==> src/hdl/pcs_pkg.sv <==
// Shared types, constants and packet byte tables for the PTZ command scheduler.
// Used by pcs_front, pcs_fifo, pcs_back and ptz_camera_command_scheduler.
`timescale 1ns / 1ps

package pcs_pkg;

    localparam int FIFO_DEPTH = 2;

    localparam int CFG_INDEX_W = 3;
    localparam int CFG_DATA_W  = 16;

    // Register indexes of the configuration port
    localparam logic [CFG_INDEX_W-1:0] REG_CAMERA_ADDRESS = 3'd0;
    localparam logic [CFG_INDEX_W-1:0] REG_PAN_PERIOD     = 3'd1;
    localparam logic [CFG_INDEX_W-1:0] REG_ZOOM_PERIOD    = 3'd2;
    localparam logic [CFG_INDEX_W-1:0] REG_PACKET_ENABLES = 3'd3;
    localparam logic [CFG_INDEX_W-1:0] REG_LATENCY_LIMIT  = 3'd4;
    localparam logic [CFG_INDEX_W-1:0] REG_HOLDOFF_LENGTH = 3'd5;

    // Enable bits
    localparam int EN_PT       = 0;
    localparam int EN_ZOOM_INQ = 1;
    localparam int EN_ZOOM_CMD = 2;
    localparam int EN_WATCHDOG = 3;

    // Packet kinds, also bit positions in the descriptor flags
    localparam logic [1:0] KIND_PT_INQ   = 2'd0;
    localparam logic [1:0] KIND_ZOOM_INQ = 2'd1;
    localparam logic [1:0] KIND_PT_CMD   = 2'd2;
    localparam logic [1:0] KIND_ZOOM_CMD = 2'd3;

    // Command bytes
    localparam logic [7:0] HDR_BASE    = 8'h80;
    localparam logic [7:0] B_INQUIRY   = 8'h09;
    localparam logic [7:0] B_COMMAND   = 8'h01;
    localparam logic [7:0] B_CAT_PT    = 8'h06;
    localparam logic [7:0] B_CAT_ZOOM  = 8'h04;
    localparam logic [7:0] B_PT_POS    = 8'h12;
    localparam logic [7:0] B_ZOOM_POS  = 8'h47;
    localparam logic [7:0] B_ABS_MOVE  = 8'h02;
    localparam logic [7:0] B_PAN_SPEED = 8'h18;
    localparam logic [7:0] B_TILT_SPD  = 8'h14;
    localparam logic [7:0] B_TERM      = 8'hFF;
    localparam logic [3:0] NIB_MASK    = 4'hF;

    typedef struct packed {
        logic [2:0]  camera_address;
        logic [15:0] pan_period;
        logic [15:0] zoom_period;
        logic [3:0]  packet_enables;
        logic [15:0] latency_limit;
        logic [7:0]  holdoff_length;
    } cfg_t;

    typedef struct packed {
        logic [7:0]  hdr;
        logic [15:0] pan;
        logic [15:0] tilt;
        logic [15:0] zoom;
        logic [3:0]  flags;
    } desc_t;

    function automatic logic [7:0] nib(input logic [15:0] v, input logic [1:0] sel);
        logic [3:0] n;
        begin
            case (sel)
                2'd0: n = v[15:12];
                2'd1: n = v[11:8];
                2'd2: n = v[7:4];
                default: n = v[3:0];
            endcase
            return {4'h0, n & NIB_MASK};
        end
    endfunction

    // Index of the terminator byte of each packet kind
    function automatic logic [3:0] term_idx(input logic [1:0] kind);
        case (kind)
            KIND_PT_INQ:   return 4'd4;
            KIND_ZOOM_INQ: return 4'd4;
            KIND_PT_CMD:   return 4'd14;
            default:       return 4'd8;
        endcase
    endfunction

    function automatic logic [7:0] pkt_byte(input logic [1:0] kind, input logic [3:0] idx,
                                            input desc_t d);
        logic [7:0] b;
        begin
            b = B_TERM;
            case (kind)
                KIND_PT_INQ: begin
                    case (idx)
                        4'd0: b = d.hdr;
                        4'd1: b = B_INQUIRY;
                        4'd2: b = B_CAT_PT;
                        4'd3: b = B_PT_POS;
                        default: b = B_TERM;
                    endcase
                end
                KIND_ZOOM_INQ: begin
                    case (idx)
                        4'd0: b = d.hdr;
                        4'd1: b = B_INQUIRY;
                        4'd2: b = B_CAT_ZOOM;
                        4'd3: b = B_ZOOM_POS;
                        default: b = B_TERM;
                    endcase
                end
                KIND_PT_CMD: begin
                    case (idx)
                        4'd0: b = d.hdr;
                        4'd1: b = B_COMMAND;
                        4'd2: b = B_CAT_PT;
                        4'd3: b = B_ABS_MOVE;
                        4'd4: b = B_PAN_SPEED;
                        4'd5: b = B_TILT_SPD;
                        4'd6, 4'd7, 4'd8, 4'd9: b = nib(d.pan, 2'(idx - 4'd6));
                        4'd10, 4'd11, 4'd12, 4'd13: b = nib(d.tilt, 2'(idx - 4'd10));
                        default: b = B_TERM;
                    endcase
                end
                default: begin
                    case (idx)
                        4'd0: b = d.hdr;
                        4'd1: b = B_COMMAND;
                        4'd2: b = B_CAT_ZOOM;
                        4'd3: b = B_ZOOM_POS;
                        4'd4, 4'd5, 4'd6, 4'd7: b = nib(d.zoom, 2'(idx - 4'd4));
                        default: b = B_TERM;
                    endcase
                end
            endcase
            return b;
        end
    endfunction

endpackage

==> src/hdl/pcs_front.sv <==
// Front end: accepts iterations, keeps phase and holdoff state, builds packet descriptors.
// Depends on pcs_pkg.
`timescale 1ns / 1ps

module pcs_front (
    input  logic                 aclk,
    input  logic                 aresetn,
    input  pcs_pkg::cfg_t        cfg,
    input  logic                 s_valid,
    output logic                 s_ready,
    input  logic signed [15:0]   s_pan_units,
    input  logic signed [15:0]   s_tilt_units,
    input  logic [15:0]          s_zoom_position,
    input  logic [15:0]          s_zoom_send_latency,
    input  logic                 q_full,
    output logic                 q_push,
    output pcs_pkg::desc_t       q_data
);

    logic [15:0] pan_phase_reg, pan_phase_next;
    logic [15:0] zoom_phase_reg, zoom_phase_next;
    logic [7:0]  holdoff_reg, holdoff_next;
    logic [16:0] pan_sum, zoom_sum;
    logic        pan_wrap, zoom_wrap, accept;
    logic [3:0]  flags;

    assign s_ready = !q_full;
    assign accept  = s_valid && s_ready;

    always_comb begin
        pan_sum   = {1'b0, pan_phase_reg} + 17'd1;
        zoom_sum  = {1'b0, zoom_phase_reg} + 17'd1;
        pan_wrap  = pan_sum >= {1'b0, cfg.pan_period};
        zoom_wrap = zoom_sum >= {1'b0, cfg.zoom_period};

        flags = '0;
        flags[pcs_pkg::KIND_PT_INQ]   = cfg.packet_enables[pcs_pkg::EN_PT] &&
                                        (pan_phase_reg == 16'd0);
        flags[pcs_pkg::KIND_ZOOM_INQ] = cfg.packet_enables[pcs_pkg::EN_ZOOM_INQ];
        flags[pcs_pkg::KIND_PT_CMD]   = cfg.packet_enables[pcs_pkg::EN_PT] && pan_wrap;
        flags[pcs_pkg::KIND_ZOOM_CMD] = cfg.packet_enables[pcs_pkg::EN_ZOOM_CMD] &&
                                        zoom_wrap && (holdoff_reg == 8'd0);

        q_data.hdr   = pcs_pkg::HDR_BASE | {5'd0, cfg.camera_address};
        q_data.pan   = s_pan_units;
        q_data.tilt  = s_tilt_units;
        q_data.zoom  = s_zoom_position;
        q_data.flags = flags;
        // drop iterations that emit nothing
        q_push = accept && (flags != 4'd0);

        pan_phase_next  = pan_wrap ? 16'd0 : pan_sum[15:0];
        zoom_phase_next = zoom_wrap ? 16'd0 : zoom_sum[15:0];
        if (flags[pcs_pkg::KIND_ZOOM_CMD] && cfg.packet_enables[pcs_pkg::EN_WATCHDOG] &&
            (s_zoom_send_latency > cfg.latency_limit)) begin
            holdoff_next = cfg.holdoff_length;
        end else if (holdoff_reg != 8'd0) begin
            holdoff_next = holdoff_reg - 8'd1;
        end else begin
            holdoff_next = holdoff_reg;
        end
    end

    always_ff @(posedge aclk) begin
        if (!aresetn) begin
            pan_phase_reg  <= '0;
            zoom_phase_reg <= '0;
            holdoff_reg    <= '0;
        end else if (accept) begin
            pan_phase_reg  <= pan_phase_next;
            zoom_phase_reg <= zoom_phase_next;
            holdoff_reg    <= holdoff_next;
        end
    end

endmodule

==> src/hdl/pcs_fifo.sv <==
// Short descriptor queue between the front end and the byte serializer.
// Depends on pcs_pkg.
`timescale 1ns / 1ps

module pcs_fifo #(
    parameter int DEPTH = pcs_pkg::FIFO_DEPTH
) (
    input  logic            aclk,
    input  logic            aresetn,
    input  logic            push,
    input  pcs_pkg::desc_t  wr_data,
    output logic            full,
    input  logic            pop,
    output logic            rd_valid,
    output pcs_pkg::desc_t  rd_data
);

    localparam int PTR_W = (DEPTH > 1) ? $clog2(DEPTH) : 1;
    localparam int CNT_W = $clog2(DEPTH + 1);
    localparam logic [PTR_W-1:0] LAST_PTR = PTR_W'(DEPTH - 1);
    localparam logic [CNT_W-1:0] FULL_CNT = CNT_W'(DEPTH);

    pcs_pkg::desc_t   mem [DEPTH];
    logic [PTR_W-1:0] wr_ptr_reg, rd_ptr_reg;
    logic [CNT_W-1:0] count_reg;
    logic             do_push, do_pop;

    assign full     = count_reg == FULL_CNT;
    assign rd_valid = count_reg != '0;
    assign rd_data  = mem[rd_ptr_reg];
    assign do_push  = push && !full;
    assign do_pop   = pop && rd_valid;

    always_ff @(posedge aclk) begin
        if (do_push) begin
            mem[wr_ptr_reg] <= wr_data;
        end
    end

    always_ff @(posedge aclk) begin
        if (!aresetn) begin
            wr_ptr_reg <= '0;
            rd_ptr_reg <= '0;
            count_reg  <= '0;
        end else begin
            if (do_push) begin
                wr_ptr_reg <= (wr_ptr_reg == LAST_PTR) ? '0 : wr_ptr_reg + PTR_W'(1);
            end
            if (do_pop) begin
                rd_ptr_reg <= (rd_ptr_reg == LAST_PTR) ? '0 : rd_ptr_reg + PTR_W'(1);
            end
            if (do_push && !do_pop) begin
                count_reg <= count_reg + CNT_W'(1);
            end else if (do_pop && !do_push) begin
                count_reg <= count_reg - CNT_W'(1);
            end
        end
    end

endmodule

==> src/hdl/pcs_back.sv <==
// Back end: walks the packets of the head descriptor, one byte per cycle;
// an output stall holds it. Depends on pcs_pkg.
`timescale 1ns / 1ps

module pcs_back (
    input  logic            aclk,
    input  logic            aresetn,
    input  logic            q_valid,
    input  pcs_pkg::desc_t  q_data,
    output logic            q_pop,
    output logic            m_valid,
    input  logic            m_ready,
    output logic [7:0]      m_tx_byte,
    output logic            m_packet_end,
    output logic            m_last
);

    logic [3:0] done_reg, done_next;
    logic [3:0] byte_reg, byte_next;
    logic       m_valid_reg;
    logic [7:0] tx_byte_reg;
    logic       packet_end_reg, last_reg;

    logic [3:0] pending, cur_mask;
    logic [1:0] kind;
    logic       advance, is_term, is_last;
    logic [7:0] cur_byte;

    always_comb begin
        pending  = q_data.flags & ~done_reg;
        cur_mask = pending & (~pending + 4'd1);
        case (cur_mask)
            4'b0010: kind = pcs_pkg::KIND_ZOOM_INQ;
            4'b0100: kind = pcs_pkg::KIND_PT_CMD;
            4'b1000: kind = pcs_pkg::KIND_ZOOM_CMD;
            default: kind = pcs_pkg::KIND_PT_INQ;
        endcase
        is_term  = byte_reg == pcs_pkg::term_idx(kind);
        is_last  = is_term && ((pending & ~cur_mask) == 4'd0);
        cur_byte = pcs_pkg::pkt_byte(kind, byte_reg, q_data);

        // output register empty or draining: take the next byte
        advance = q_valid && (!m_valid_reg || m_ready);
        q_pop   = advance && is_last;

        done_next = done_reg;
        byte_next = byte_reg;
        if (advance) begin
            if (is_last) begin
                done_next = '0;
                byte_next = '0;
            end else if (is_term) begin
                done_next = done_reg | cur_mask;
                byte_next = '0;
            end else begin
                byte_next = byte_reg + 4'd1;
            end
        end
    end

    always_ff @(posedge aclk) begin
        if (!aresetn) begin
            done_reg    <= '0;
            byte_reg    <= '0;
            m_valid_reg <= 1'b0;
        end else begin
            done_reg <= done_next;
            byte_reg <= byte_next;
            if (advance) begin
                m_valid_reg <= 1'b1;
            end else if (m_ready) begin
                m_valid_reg <= 1'b0;
            end
        end
    end

    always_ff @(posedge aclk) begin
        if (advance) begin
            tx_byte_reg    <= cur_byte;
            packet_end_reg <= is_term;
            last_reg       <= is_last;
        end
    end

    assign m_valid      = m_valid_reg;
    assign m_tx_byte    = tx_byte_reg;
    assign m_packet_end = packet_end_reg;
    assign m_last       = last_reg;

endmodule

==> src/hdl/ptz_camera_command_scheduler.sv <==
// Channel   | Direction | Handshake         | Payload
// s_        | in        | s_valid/s_ready   | pan_units, tilt_units, zoom_position, latency
// m_        | out       | m_valid/m_ready   | tx_byte, packet_end, last
// cfg_      | in        | cfg_wr_en         | cfg_index, cfg_wdata
//
// An iteration sends 5 to 34 bytes at the output, one byte per cycle unless stalled,
// from the byte serializer in pcs_back; iterations that enable no packet send none.
// The front end accepts a new iteration each cycle while the descriptor queue has room.
// Reset is synchronous and needs no clearing pass; the block accepts the cycle after.
// An output stall freezes the serializer; the front keeps going until the queue fills.
// Top level; depends on pcs_pkg, pcs_front, pcs_fifo and pcs_back.
`timescale 1ns / 1ps

module ptz_camera_command_scheduler #(
    parameter int FIFO_DEPTH = pcs_pkg::FIFO_DEPTH
) (
    input  logic                           aclk,
    input  logic                           aresetn,
    input  logic                           cfg_wr_en,
    input  logic [pcs_pkg::CFG_INDEX_W-1:0] cfg_index,
    input  logic [pcs_pkg::CFG_DATA_W-1:0]  cfg_wdata,
    input  logic                           s_valid,
    output logic                           s_ready,
    input  logic signed [15:0]             s_pan_units,
    input  logic signed [15:0]             s_tilt_units,
    input  logic [15:0]                    s_zoom_position,
    input  logic [15:0]                    s_zoom_send_latency,
    output logic                           m_valid,
    input  logic                           m_ready,
    output logic [7:0]                     m_tx_byte,
    output logic                           m_packet_end,
    output logic                           m_last
);

    pcs_pkg::cfg_t  cfg_reg;
    pcs_pkg::desc_t push_data, head_data;
    logic           q_push, q_full, q_pop, q_valid;

    always_ff @(posedge aclk) begin
        if (!aresetn) begin
            cfg_reg.camera_address <= 3'd1;
            cfg_reg.pan_period     <= 16'd1;
            cfg_reg.zoom_period    <= 16'd1;
            cfg_reg.packet_enables <= 4'hF;
            cfg_reg.latency_limit  <= 16'd100;
            cfg_reg.holdoff_length <= 8'd10;
        end else if (cfg_wr_en) begin
            case (cfg_index)
                pcs_pkg::REG_CAMERA_ADDRESS: cfg_reg.camera_address <= cfg_wdata[2:0];
                pcs_pkg::REG_PAN_PERIOD:     cfg_reg.pan_period     <= cfg_wdata;
                pcs_pkg::REG_ZOOM_PERIOD:    cfg_reg.zoom_period    <= cfg_wdata;
                pcs_pkg::REG_PACKET_ENABLES: cfg_reg.packet_enables <= cfg_wdata[3:0];
                pcs_pkg::REG_LATENCY_LIMIT:  cfg_reg.latency_limit  <= cfg_wdata;
                pcs_pkg::REG_HOLDOFF_LENGTH: cfg_reg.holdoff_length <= cfg_wdata[7:0];
                default: ;
            endcase
        end
    end

    pcs_front u_front (
        .aclk                (aclk),
        .aresetn             (aresetn),
        .cfg                 (cfg_reg),
        .s_valid             (s_valid),
        .s_ready             (s_ready),
        .s_pan_units         (s_pan_units),
        .s_tilt_units        (s_tilt_units),
        .s_zoom_position     (s_zoom_position),
        .s_zoom_send_latency (s_zoom_send_latency),
        .q_full              (q_full),
        .q_push              (q_push),
        .q_data              (push_data)
    );

    pcs_fifo #(
        .DEPTH (FIFO_DEPTH)
    ) u_fifo (
        .aclk     (aclk),
        .aresetn  (aresetn),
        .push     (q_push),
        .wr_data  (push_data),
        .full     (q_full),
        .pop      (q_pop),
        .rd_valid (q_valid),
        .rd_data  (head_data)
    );

    pcs_back u_back (
        .aclk         (aclk),
        .aresetn      (aresetn),
        .q_valid      (q_valid),
        .q_data       (head_data),
        .q_pop        (q_pop),
        .m_valid      (m_valid),
        .m_ready      (m_ready),
        .m_tx_byte    (m_tx_byte),
        .m_packet_end (m_packet_end),
        .m_last       (m_last)
    );

endmodule

==> config.mk <==
export PLATFORM = sky130hd
export DESIGN_NAME = ptz_camera_command_scheduler
export DESIGN_NICKNAME = d
export VERILOG_FILES = /design/src/hdl/pcs_pkg.sv /design/src/hdl/pcs_front.sv /design/src/hdl/pcs_fifo.sv /design/src/hdl/pcs_back.sv /design/src/hdl/ptz_camera_command_scheduler.sv
export SDC_FILE = /design/constraint.sdc
export NUM_CORES = 1
export LEC_CHECK = 0
export ABC_AREA = 1
export BUFFER_PORTS_ARGS = -buffer_cell sky130_fd_sc_hd__buf_2
export CORE_MARGIN = 2
export CORE_UTILIZATION = 29
export DETAILED_ROUTE_END_ITERATION = 8
export PLACE_DENSITY = 0.42
export SKIP_LAST_GASP = 1
export SLEW_MARGIN = 5
export SYNTH_ARGS = -nofsm -noshare
export SYNTH_HDL_FRONTEND = slang
export SYNTH_SLANG_ARGS = --single-unit
==> constraint.sdc <==
create_clock -name aclk -period 6.19 [get_ports aclk]
set_clock_uncertainty 0.05 [all_clocks]
set_input_delay 0.619 -clock aclk [delete_from_list [all_inputs] [get_ports aclk]]
set_output_delay 0.619 -clock aclk [all_outputs]
set_load 0.03 [all_outputs]
# Yosys cells after proc, flatten, opt, wreduce, memory -nomap -nowiden
# Memories as Yosys holds them, arrays and structs flattened. A register that Yosys moved wholly into a read port is not among the register bits.
# Cells that the tools add are included.
dict set report totals {
  memories 1
  elab_cells 148
  out_inout_bits 12
  input_bits 88
  ram_bits 110
  ff_bits 126
}
dict set report op_classes {
  n_eq_ne 31
  n_mux 28
  reduce_logical 48
  n_addsub 12
  magnitude_cmp 3
  n_bitwise 7
}
# name depth word_bits read_ports rd_clocked_by_memory_dff write_ports line_no
set mem_list {}
lappend mem_list {u_fifo.mem 2 55 1 1 1 pcs_fifo.sv:23} ;# pcs_pkg::desc_t mem [DEPTH];
# cell count
set op_table {}
lappend op_table {{$pmux 8 s4} 2}
lappend op_table {{$pmux 8 s8} 1}
lappend op_table {{$pmux 8 s5} 1}
lappend op_table {{$pmux 4 s3} 3}
lappend op_table {{$add 16x1->17 const B} 2}
lappend op_table {{$ge 17x16->1} 2}
lappend op_table {{$mux 16} 2}
lappend op_table {{$eq 4x4->1 const B} 7}
lappend op_table {{$pmux 8 s3} 1}
lappend op_table {{$eq 4x3->1 const B} 5}
lappend op_table {{$gt 16x16->1} 1}
lappend op_table {{$logic_not 16->1} 1}
lappend op_table {{$mux 4} 4}
lappend op_table {{$mux 8} 2}
lappend op_table {{$reduce_and 2->1} 8}
lappend op_table {{$logic_and 1x1->1} 15}
lappend op_table {{$and 4x4->4} 3}
lappend op_table {{$eq 4x2->1 const B} 3}
lappend op_table {{$not 4->4} 3}
lappend op_table {{$reduce_or 4->1} 3}
lappend op_table {{$eq 2x2->1 const B} 5}
lappend op_table {{$reduce_bool 2->1} 5}
lappend op_table {{$add 4x1->4 const B} 2}
lappend op_table {{$eq 2x1->1 const B} 4}
lappend op_table {{24 further kinds} 44}

# Depth between registers and ports, before layout
# Gate-level depths: netlist of the first run.
dict set report logic_depth {
  depth_word 17
  depth_mapped 27
}

# Hierarchy
# Synthesis of the first run repeated with hierarchy kept, for this count alone.
dict set report hier_totals {
  hier_cells 1550
  area_unflattened_um2 13775.7
}
# module area_each_um2 instances cells_per_inst seq_area_each_um2
set modules_own_cells {}
lappend modules_own_cells {pcs_fifo 4880.9 1 224 3703.6}
lappend modules_own_cells {pcs_front 4533.1 1 695 800.8}
lappend modules_own_cells {ptz_camera_command_scheduler 2611.3 1 366 1261.2}
lappend modules_own_cells {pcs_back 1750.4 1 265 480.5}

# Worst setup path before layout of the first run
# No wires, ideal clock.
dict set report synth_timing {
  path_kind {register to register}
  start {reg u_front.pan_phase_reg[0]}
  end {mem u_fifo.mem[0][0] (netlist name) (enable)}
  stages_incl_launch_ff 23
  path_buffers 0
  slack_ns 0.818
  arrival_ns 4.854
  path_cell_list {dfxtp_1 > ha_1 > nand2_1 > nor2_2 > nand3_1 > nor2_2 > nand2_1 > nor2_2 > nand3_1 > xor2_1 > inv_1 > ha_1 > nand2_1 > nor2_1 > nand3_1 > o21a_1 > nand2_1 > o21ai_0 > nand2_1 > nand2_1 > nand3_1 > nand2_1 > nor2_1}
}
dict set report synth_between {
  elab_chain_cells 8
  elab_cells_between_ends 10
  classes_between {1 x add/sub; 1 x order compare; 2 x mux; 6 x reduce/logical}
}
# item line_no
set synth_lines {}
lappend synth_lines {{start, declared} pcs_front.sv:20} ;# logic [15:0] pan_phase_reg, pan_phase_next;
lappend synth_lines {{start signal, assigned} pcs_front.sv:70} ;# pan_phase_reg <= pan_phase_next;
lappend synth_lines {{$add 16x1->17} pcs_front.sv:31} ;# pan_sum = {1'b0, pan_phase_reg} + 17'd1;
lappend synth_lines {{$ge 17x16->1} pcs_front.sv:33} ;# pan_wrap = pan_sum >= {1'b0, cfg.pan_period};
lappend synth_lines {{$logic_and 1x1->1} pcs_front.sv:40} ;# flags[pcs_pkg::KIND_PT_CMD] = cfg.packet_enables[pcs_pkg::EN_PT] && pan_wrap;
lappend synth_lines {{$reduce_bool 4->1 *} pcs_front.sv:50} ;# q_push = accept && (flags != 4'd0);
lappend synth_lines {{$logic_and 1x1->1 *} pcs_front.sv:50}
lappend synth_lines {{$logic_and 1x1->1 *} pcs_fifo.sv:31} ;# assign do_push = push && !full;
lappend synth_lines {{$mux 1 *} pcs_fifo.sv:35} ;# if (do_push) begin
lappend synth_lines {{$mux 1 (implied by the code) *} pcs_fifo.sv:36} ;# mem[wr_ptr_reg] <= wr_data;
lappend synth_lines {{end, declared} pcs_fifo.sv:23}
# Every way passes the cells marked *; elsewhere a longest branch is shown, timed or not.

# Final worst setup path of the first run
dict set report layout_timing {
  start {reg u_front.zoom_phase_reg[0]}
  end {mem u_fifo.mem[1][14] (netlist name) (enable)}
}
dict set report layout_between {
  elab_chain_cells 9
}
# item line_no
set layout_lines {}
lappend layout_lines {{start, declared} pcs_front.sv:21} ;# logic [15:0] zoom_phase_reg, zoom_phase_next;
lappend layout_lines {{start signal, assigned} pcs_front.sv:71} ;# zoom_phase_reg <= zoom_phase_next;
lappend layout_lines {{$add 16x1->17} pcs_front.sv:32} ;# zoom_sum = {1'b0, zoom_phase_reg} + 17'd1;
lappend layout_lines {{$ge 17x16->1} pcs_front.sv:34} ;# zoom_wrap = zoom_sum >= {1'b0, cfg.zoom_period};
lappend layout_lines {{$logic_and 1x1->1} pcs_front.sv:41} ;# flags[pcs_pkg::KIND_ZOOM_CMD] = cfg.packet_enables[pcs_pkg::EN_ZOOM_CMD] &&
lappend layout_lines {{$logic_and 1x1->1} pcs_front.sv:42} ;# zoom_wrap && (holdoff_reg == 8'd0);
lappend layout_lines {{$reduce_bool 4->1} pcs_front.sv:50}
lappend layout_lines {{$logic_and 1x1->1} pcs_front.sv:50}
lappend layout_lines {{$logic_and 1x1->1} pcs_fifo.sv:31}
lappend layout_lines {{$mux 1} pcs_fifo.sv:35}
lappend layout_lines {{$mux 1 (implied by the code)} pcs_fifo.sv:36}
# No other way between the ends.

==> results.cfg, run 1 <==
[status]
outcome = complete, no violations

[floorplan]
start_util = 0.295
die_x_um = 203
coreArea_sq_um = 38900
die_height_um = 203
row_count = 72
boundaryPins = 100
dieArea_sq_um = 41200

[clock_network]
cts.sinks = 237
clk_latency_ns = 0.58
htreeDepth = 1
ctsResizeCount = 0
cts_tree = built
cts_setup_buffers = 0
clk_pin_slew_worst_paths_ns = 0.06
root_buffer = clkbuf_16
numCtsBuffers = 28
hold_buffers = 0
cts_max_path_buffers = 3

[routing]
post-route-drc-count = 0
wl_um = 29800
wl_met2_um = 13400
met1_length_um = 14700
wl_met3_um = 1080
wl_per_cell_um = 15.4
top_layer_used = met5
drt-initial-drc-count = 331
route.vias.total = 8760
drtAntennaViolNets = 0
via_per_inst = 4.52
first_pass_iters = 4

[placed_design]
place_area_sq_um = 12500
gp_congestion = 0.811
dpl.hpwl_um = 21000
numPortBuffers = 99
place_ws_ns = 1.77

[logic_synthesis]
synthTopCellsByArea = edfxtp_1 (31%), dfxtp_1 (20%), nand2_1 (8.1%)
ys_types = 52
syn_area_sq_um = 11500
syn_avg_cell_area_sq_um = 8.80
ys_ff_latch = 237
ys_warn_count = 0
synth_nets = 1451
yosysSeqAreaShare = 0.518
yosys.area.top_type = edfxtp_1
synth_cells = 1306
synth_top_area_share = 0.314

[finish]
final_area_sq_um = 13400
diodes = 0
nets = 1546
n_fill_cell = 4095
area_growth_pct = 16.7
largest_reg_flops = 110
final_util = 0.344
drive_gt1_frac = 0.143

[setup_path]
crit_buf_inv = 4
cp.arrival_ns = 4.54
slowest_stage = inv_2
worstSetupPathType = flop to flop
crit_required_ns = 6.42
crit_path_end_kind = flop
path_cells = ha_1, nand3_1, nor3_1, inv_1, nor3_1, nand2_1, xnor2_1, ha_1, nand2_1, nor3_1, nand4_1, inv_1, nand3b_1, nand3_2, nand2_1, nand3_1, nand3_1, inv_2, buf_4
slowest_delay_ns = 0.62
cp-start-kind = flop
worst-path-max-fanout = 35
crit_family = simple AND/OR/NAND/NOR gates

[sta]
tightest_slew_ns = 1.09
tns_ns = 0
rsz0062_at_grt = no
fin_crit_sh = 0.697
slew_violations = 0
finalHoldViolCount = 0
relSlewSlack = 0.271
min_period_ns = 4.32
setup_viol = 0
layout_setup_ws_ns = 1.87
max_freq_ghz = 0.232

[grt]
grt_usage = 0.146
grt_pass1_vias = 8642
grt_max_degree = 78
overflow = 0
grt_pass1_wl_um = 47700
antenna_found_initial = 2

[hold_path]
worstHoldPathType = primary input to flop

[pwr]
ir_drop_mv = 0.155
leakagePower_nw = 5.43
powerDensity_nw_per_um2 = 318

[job]
maxCapViolations = 0
## logic make-up (layout without fill, tap and decap cells)
family | Yosys count | after routing | share of synthesized area
adders and majority gates | 57 | 57 | 0.0621
DFF | 237 | 237 | 0.518
and+or+nand+nor | 472 | 472 | 0.180
xor gates and xnor gates | 34 | 34 | 0.0279
AOI/OAI and AO/OA | 292 | 292 | 0.139
buffers and inverters | 214 | 328 | 0.0734
## synth_stat cells, drive strengths merged
| cell type | instances |
|---|---|
| nand2 | 259 |
| inv | 166 |
| a21oi | 148 |
| edfxtp | 120 |
| nor2 | 120 |
| dfxtp | 117 |
| o21ai | 108 |
| ha | 57 |
| nand3 | 56 |
| clkbuf | 37 |
| xor2 | 26 |
| nand4 | 19 |
| nor3 | 12 |
| buf | 9 |
| o211ai | 9 |
| xnor2 | 8 |
| o22ai | 4 |
| o31ai | 4 |
| nor4 | 3 |
| o221ai | 3 |
| a211oi | 2 |
| a31oi | 2 |
| clkinv | 2 |
| nand3b | 2 |
| o2111ai | 2 |
| o21a | 2 |
| o21bai | 2 |
| o311ai | 2 |
| a21o | 1 |
| a22o | 1 |
| a22oi | 1 |
| a41oi | 1 |
| nor3b | 1 |
## final cells by class
cell class / instances / area [sq um] / share of cell area
clock buffers: 38 / 748 / 0.0558
clock inverters: 11 / 125 / 0.00933
inverters: 168 / 643 / 0.0480
multi-input cells: 855 / 4710 / 0.351
flip-flops and latches: 237 / 5950 / 0.444
well taps: 518 / 648 / 0.0483
repair buffers: 111 / 586 / 0.0437
## final timing paths
kind | from | to | slack [ns] | cells after the start
hold reg to reg | cfg_reg[6] | cfg_reg[6] | 0.40 | 2
setup / recovery | u_front.zoom_phase_reg[0] | u_fifo.mem[1][14] | 1.87 | 19
hold / removal | s_tilt_units[5] | u_fifo.mem[1][25] | 0.18 | 1
setup reg to reg | u_front.zoom_phase_reg[0] | u_fifo.mem[1][14] | 1.87 | 19
## cell usage in the layout (no fill, tap or decap), types with 3 or more instances in the layout
cell,count
a21oi_1,142
a21oi_2,5
buf_2,99
buf_4,12
clkbuf_1,9
clkbuf_16,28
clkinv_1,6
clkinv_2,4
dfxtp_1,116
edfxtp_1,120
ha_1,57
inv_1,156
inv_2,8
nand2_1,247
nand2_2,7
nand2_4,5
nand3_1,53
nand3_2,3
nand4_1,19
nor2_1,103
nor2_2,11
nor2_4,6
nor3_1,11
nor4_1,3
o211ai_1,8
o21ai_0,106
o221ai_1,3
o22ai_1,4
o31ai_1,4
xnor2_1,6
xor2_1,25
## per-layer routing
layer | vias up | track usage
met5 | - | 0
met4 | 4 | 0.0347
met3 | 39 | 0.0249
met2 | 120 | 0.238
met1 | 4034 | 0.203
li1 | 4563 | -
## power breakdown
part | leakage, nW | internal [W] | switching (W) | total, W
Clock | 0.424 | 0.000926 | 0.000648 | 0.00157
Sequential | 2.07 | 0.00180 | 0.0000470 | 0.00185
Combinational | 2.94 | 0.000265 | 0.000579 | 0.000844
Total | 5.43 | 0.00299 | 0.00127 | 0.00427
## stage by stage
stage                     total power (W)  instances  hold WS [ns]
after floorplan                   0.00247       1306         0.370
after global placement            0.00274       1889         0.390
after detailed placement          0.00274       1889         0.397
after CTS                         0.00434       1938         0.144
after global routing              0.00452       1938         0.148
final                             0.00427       1938         0.180
## worst register-to-register path: stages, from the launching register on
cell	delay, ns
dfxtp_1	0.35
ha_1	0.19
nand3_1	0.15
nor3_1	0.28
inv_1	0.07
nor3_1	0.32
nand2_1	0.13
xnor2_1	0.17
ha_1	0.32
nand2_1	0.07
nor3_1	0.15
nand4_1	0.15
inv_1	0.07
nand3b_1	0.11
nand3_2	0.15
nand2_1	0.12
nand3_1	0.11
nand3_1	0.10
inv_2	0.62
buf_4	0.37
(Power assumes the default switching activity.)
==> run 2: changes to the inputs <==
==> constraint.sdc (replaced) <==
create_clock -name aclk -period 4 [get_ports aclk]
set_clock_uncertainty 0.05 [all_clocks]
set_input_delay 0.4 -clock aclk [delete_from_list [all_inputs] [get_ports aclk]]
set_output_delay 0.4 -clock aclk [all_outputs]
set_load 0.03 [all_outputs]
==> results.cfg, run 2 (synthesis results as in run 1) <==
[clock_network]
clk_pin_slew_worst_paths_ns = 0.06
clk_latency_ns = 0.56
cts_tree = built
cts.sinks = 237
htreeDepth = 1
root_buffer = clkbuf_16
numCtsBuffers = 29
cts_max_path_buffers = 3

[placed_design]
numPortBuffers = 99
dpl.hpwl_um = 21600
gp_congestion = 0.797
place_area_sq_um = 12600

[routing]
drt-initial-drc-count = 402
wl_per_cell_um = 15.6
wl_um = 31400
first_pass_iters = 5
via_per_inst = 4.55
drtAntennaViolNets = 0
post-route-drc-count = 0
route.vias.total = 9144

[sta]
setup_viol = 0
rsz0062_at_grt = yes
max_freq_ghz = 0.272
whs_ns = 0.0967
tightest_slew_ns = 0.836
relSlewSlack = 0.439
finalHoldViolCount = 0
slew_violations = 0
min_period_ns = 3.68
fin_crit_sh = 0.920

[floorplan]
start_util = 0.295
die_height_um = 203
boundaryPins = 100
die_x_um = 203
row_count = 72
coreArea_sq_um = 38900
dieArea_sq_um = 41200

[grt]
overflow = 0
antenna_found_initial = 0
grt_max_degree = 77
grt_usage = 0.151
grt_pass1_wl_um = 49400
grt_pass1_vias = 8979

[setup_path]
slowest_delay_ns = 0.34
crit_required_ns = 4.23
slowest_stage = dfxtp_1
cp-start-kind = flop
worst-path-max-fanout = 11
cp.arrival_ns = 3.91
cp_common_cell = nand2_1
reg2reg_depth = 25
rr_startpoint = u_front.pan_phase_reg[0]
worstSetupPathType = flop to flop
rr_endpoint = u_fifo.mem[0][40]
crit_path_end_kind = flop
r2r_setup_slack_ns = 0.32

[finish]
final_cell_mix = nand2_1 (244), inv_1 (156), a21oi_1 (142)
largest_reg_flops = 110
nets = 1614
final_common_cell = nand2_1
final_area_sq_um = 14300
diodes = 0
drive_gt1_frac = 0.165
multi_input_area_sq_um = 4790
ff_latch_area_sq_um = 5950
final_util = 0.368
n_fill_cell = 4037
area_growth_pct = 24.6

[hold_path]
worstHoldPathType = primary input to flop
holdPathStages = 3
hp-start = cfg_wdata[5]
min_to = cfg_reg[13]

[pwr]
powerDensity_nw_per_um2 = 487
ir_drop_mv = 0.244
leakagePower_nw = 5.80

[job]
maxCapViolations = 0

[status]
outcome = complete, no violations
run 2: changes by cell type in the layout (fill, tap and decap cells not counted), sizes merged:
cell         change
clkinvlp         +4
bufinv           +2
clkbuf           +3
clkinv           -2
buf             +17
dlygate4sd3     +48
run 2: what timing repair did:
action                     CTS  global route
resized for setup            0            25
setup endpoints to repair    0           112
hold endpoints to repair    96             0
hold buffers                48             0
setup buffers                0             5
run 2: area by class of cell:
cell class,count,share of cell area
Clock buffer,39,0.0554
Clock inverter,15,0.0129
Inverter,168,0.0452
Multi-Input combinational cell,855,0.334
Sequential cell,237,0.415
Tap cell,518,0.0453
Timing Repair Buffer,178,0.0914
run 2: worst max path at each step:
stage / from / to / slack (ns)
after global routing: u_front.pan_phase_reg[1] / u_fifo.count_reg[1] / -0.04
after floorplan: u_front.pan_phase_reg[0] / u_fifo.mem[1][0] / 0.1
after CTS: u_front.pan_phase_reg[0] / u_fifo.count_reg[1] / 0.07
final: u_front.pan_phase_reg[0] / u_fifo.mem[0][40] / 0.32
after detailed placement: u_front.pan_phase_reg[0] / u_fifo.count_reg[1] / 0.08
after global placement: u_front.zoom_phase_reg[0] / u_fifo.count_reg[1] / 0.17
run 2: critical path: cells and delay by family (launching register included):
kind | cells | cell delay [ns]
simple gates | 16 | 1.56
buf+inv | 4 | 0.55
fa+ha+maj | 2 | 0.48
flops | 1 | 0.34
compound gates | 2 | 0.24
xor+xnor | 1 | 0.16
run 2: power by group:
| group | switching (W) | total, W | internal, W |
|---|---|---|---|
| registers | 0.0000724 | 0.00286 | 0.00279 |
| logic | 0.000923 | 0.00143 | 0.000505 |
| clock network | 0.00103 | 0.00268 | 0.00164 |
| total | 0.00203 | 0.00697 | 0.00494 |
run 2: per-stage QoR:
stage	TNS, ns	total power [W]	std cells	setup slack [ns]
global route	-0.877	0.00739	2010	-0.0381
floorplan	0	0.00383	1306	0.0988
CTS	0	0.00703	2001	0.0682
detailed placement	0	0.00427	1899	0.0825
global placement	0	0.00427	1899	0.172
finish	0	0.00697	2010	0.321
run 2: layer usage:
metal | vias to the layer above | GRT usage | routed length [um]
li1 | 4715 | - | -
met1 | 4270 | 0.211 | 15600
met2 | 124 | 0.247 | 14200
met3 | 35 | 0.0217 | 1070
met4 | 0 | 0.0386 | 554
met5 | - | 0 | 0
==> run 3: changes to the inputs <==
==> constraint.sdc (replaced) <==
create_clock -name aclk -period 4.29 [get_ports aclk]
set_clock_uncertainty 0.05 [all_clocks]
set_input_delay 0.429 -clock aclk [delete_from_list [all_inputs] [get_ports aclk]]
set_output_delay 0.429 -clock aclk [all_outputs]
set_load 0.03 [all_outputs]
==> results.cfg, run 3 (synthesis results as in run 1) <==
[routing]
first_pass_iters = 5
wl_per_cell_um = 15.4
drtAntennaViolNets = 0
route.vias.total = 8974
drt-initial-drc-count = 450
via_per_inst = 4.51
wl_um = 30500
post-route-drc-count = 0

[floorplan]
die_height_um = 203
boundaryPins = 100
dieArea_sq_um = 41200
die_x_um = 203
coreArea_sq_um = 38900
start_util = 0.295
row_count = 72

[placed_design]
place_ws_ns = 0.239
dpl.hpwl_um = 21000
gp_congestion = 0.812
numPortBuffers = 99

[finish]
final_common_cell = nand2_1
largest_reg_flops = 110
drive_gt1_frac = 0.154
final_util = 0.361
nets = 1595
diodes = 0
n_fill_cell = 4076
area_growth_pct = 22.2
final_cell_mix = nand2_1 (245), inv_1 (156), a21oi_1 (142)

[setup_path]
reg2reg_depth = 24
slowest_stage = dfxtp_1
path_cells = inv_1, nor2_2, nand3_1, nor2_1, inv_2, nor2_2, nand3_2, nor2_2, nand3_1, xnor2_2, ha_1, nand4_1, nor4_2, nand2_1, nand3_2, nand2_1, nand3_1, nand2_2, inv_1, ha_1, a21oi_1, o21ai_0, o21ai_1, a21oi_1
cp.arrival_ns = 4.24
rr_startpoint = u_front.zoom_phase_reg[0]
worst-path-max-fanout = 4
worstSetupPathType = flop to flop
cp-start-kind = flop
crit_path_end_kind = flop
crit_required_ns = 4.68
rr_endpoint = u_fifo.count_reg[1]
r2r_setup_slack_ns = 0.44
slowest_delay_ns = 0.36

[clock_network]
root_buffer = clkbuf_16
clk_latency_ns = 0.57
cts.sinks = 237
clk_pin_slew_worst_paths_ns = 0.06
cts_tree = built
htreeDepth = 1
cts_max_path_buffers = 3
numCtsBuffers = 28

[sta]
tightest_slew_ns = 0.794
layout_setup_ws_ns = 0.444
slew_violations = 0
relSlewSlack = 0.470
finalHoldViolCount = 0
fin_crit_sh = 0.896
setup_viol = 0
max_freq_ghz = 0.260
min_period_ns = 3.85

[hold_path]
holdPathStages = 3
worstHoldPathType = primary input to flop
min_to = cfg_reg[13]
hp-start = cfg_wdata[5]

[grt]
grt_pass1_vias = 8786
antenna_found_initial = 1
grt_pass1_wl_um = 48700
grt_usage = 0.150
grt_max_degree = 77
overflow = 0

[job]
maxCapViolations = 0

[pwr]
leakagePower_nw = 5.67
ir_drop_mv = 0.285
fin_total_pwr_w = 0.00630
powerDensity_nw_per_um2 = 449

[status]
outcome = complete, no violations
[run 3: how the worst max path moves through the flow]
stage	startpoint	end	slack (ns)	cells after the start
after floorplan	u_front.pan_phase_reg[0]	u_fifo.mem[1][0]	0.18	22
after global placement	u_front.zoom_phase_reg[0]	u_fifo.count_reg[1]	0.32	23
after detailed placement	u_front.zoom_phase_reg[0]	u_fifo.count_reg[1]	0.24	24
after CTS	u_front.zoom_phase_reg[0]	u_fifo.count_reg[1]	0.22	24
after global routing	u_front.zoom_phase_reg[0]	u_fifo.count_reg[1]	-0.02	24
final	u_front.zoom_phase_reg[0]	u_fifo.count_reg[1]	0.44	24
[run 3: final cells by class]
| type | count | area [sq um] | share of cell area |
|---|---|---|---|
| tap | 518 | 648 | 0.0462 |
| sequential | 237 | 5950 | 0.424 |
| clock inverter | 19 | 203 | 0.0144 |
| multi-input combinational | 855 | 4770 | 0.340 |
| inverter | 168 | 643 | 0.0458 |
| timing repair buffer | 160 | 1100 | 0.0783 |
| clock buffer | 32 | 726 | 0.0517 |
[run 3: report_power, final]
| group | internal (W) | switching [W] | leakage, nW | total [W] |
|---|---|---|---|---|
| registers | 0.00260 | 0.0000708 | 2.07 | 0.00267 |
| logic | 0.000422 | 0.000829 | 3.16 | 0.00125 |
| clock network | 0.00140 | 0.000981 | 0.449 | 0.00238 |
[run 3: worst max-delay path: cells and delay by family (launching register included)]
family	cells	cell delay, ns
buffers and inverters	3	0.25
AOI/OAI and AO/OA	4	0.42
DFF	1	0.36
adders and majority gates	2	0.59
xor gates and xnor gates	1	0.16
and+or+nand+nor	14	1.90
[run 3: layer usage]
metal | up-vias | routed length (um) | global-route usage
met4 | 2 | 459 | 0.0355
li1 | 4667 | - | -
met1 | 4139 | 15100 | 0.209
met3 | 34 | 1140 | 0.0238
met5 | - | 16 | 0
met2 | 132 | 13800 | 0.243
[run 3: through the flow]
stage	hold WS, ns	instance area [sq um]	cells	setup TNS [ns]
floorplan	0.370	11500	1306	0
global placement	0.396	12600	1889	0
detailed placement	0.397	12600	1889	0
CTS	0.0827	14000	1988	0
global route	0.106	14000	1989	-0.0192
finish	0.119	14000	1989	0
[run 3: timing repair]
item / in CTS / in global routing
endpoints found under the hold margin: 96 / 0
resized for setup: 0 / 16
setup buffers: 0 / 1
hold buffers: 48 / 0
endpoints found under the setup margin: 0 / 2
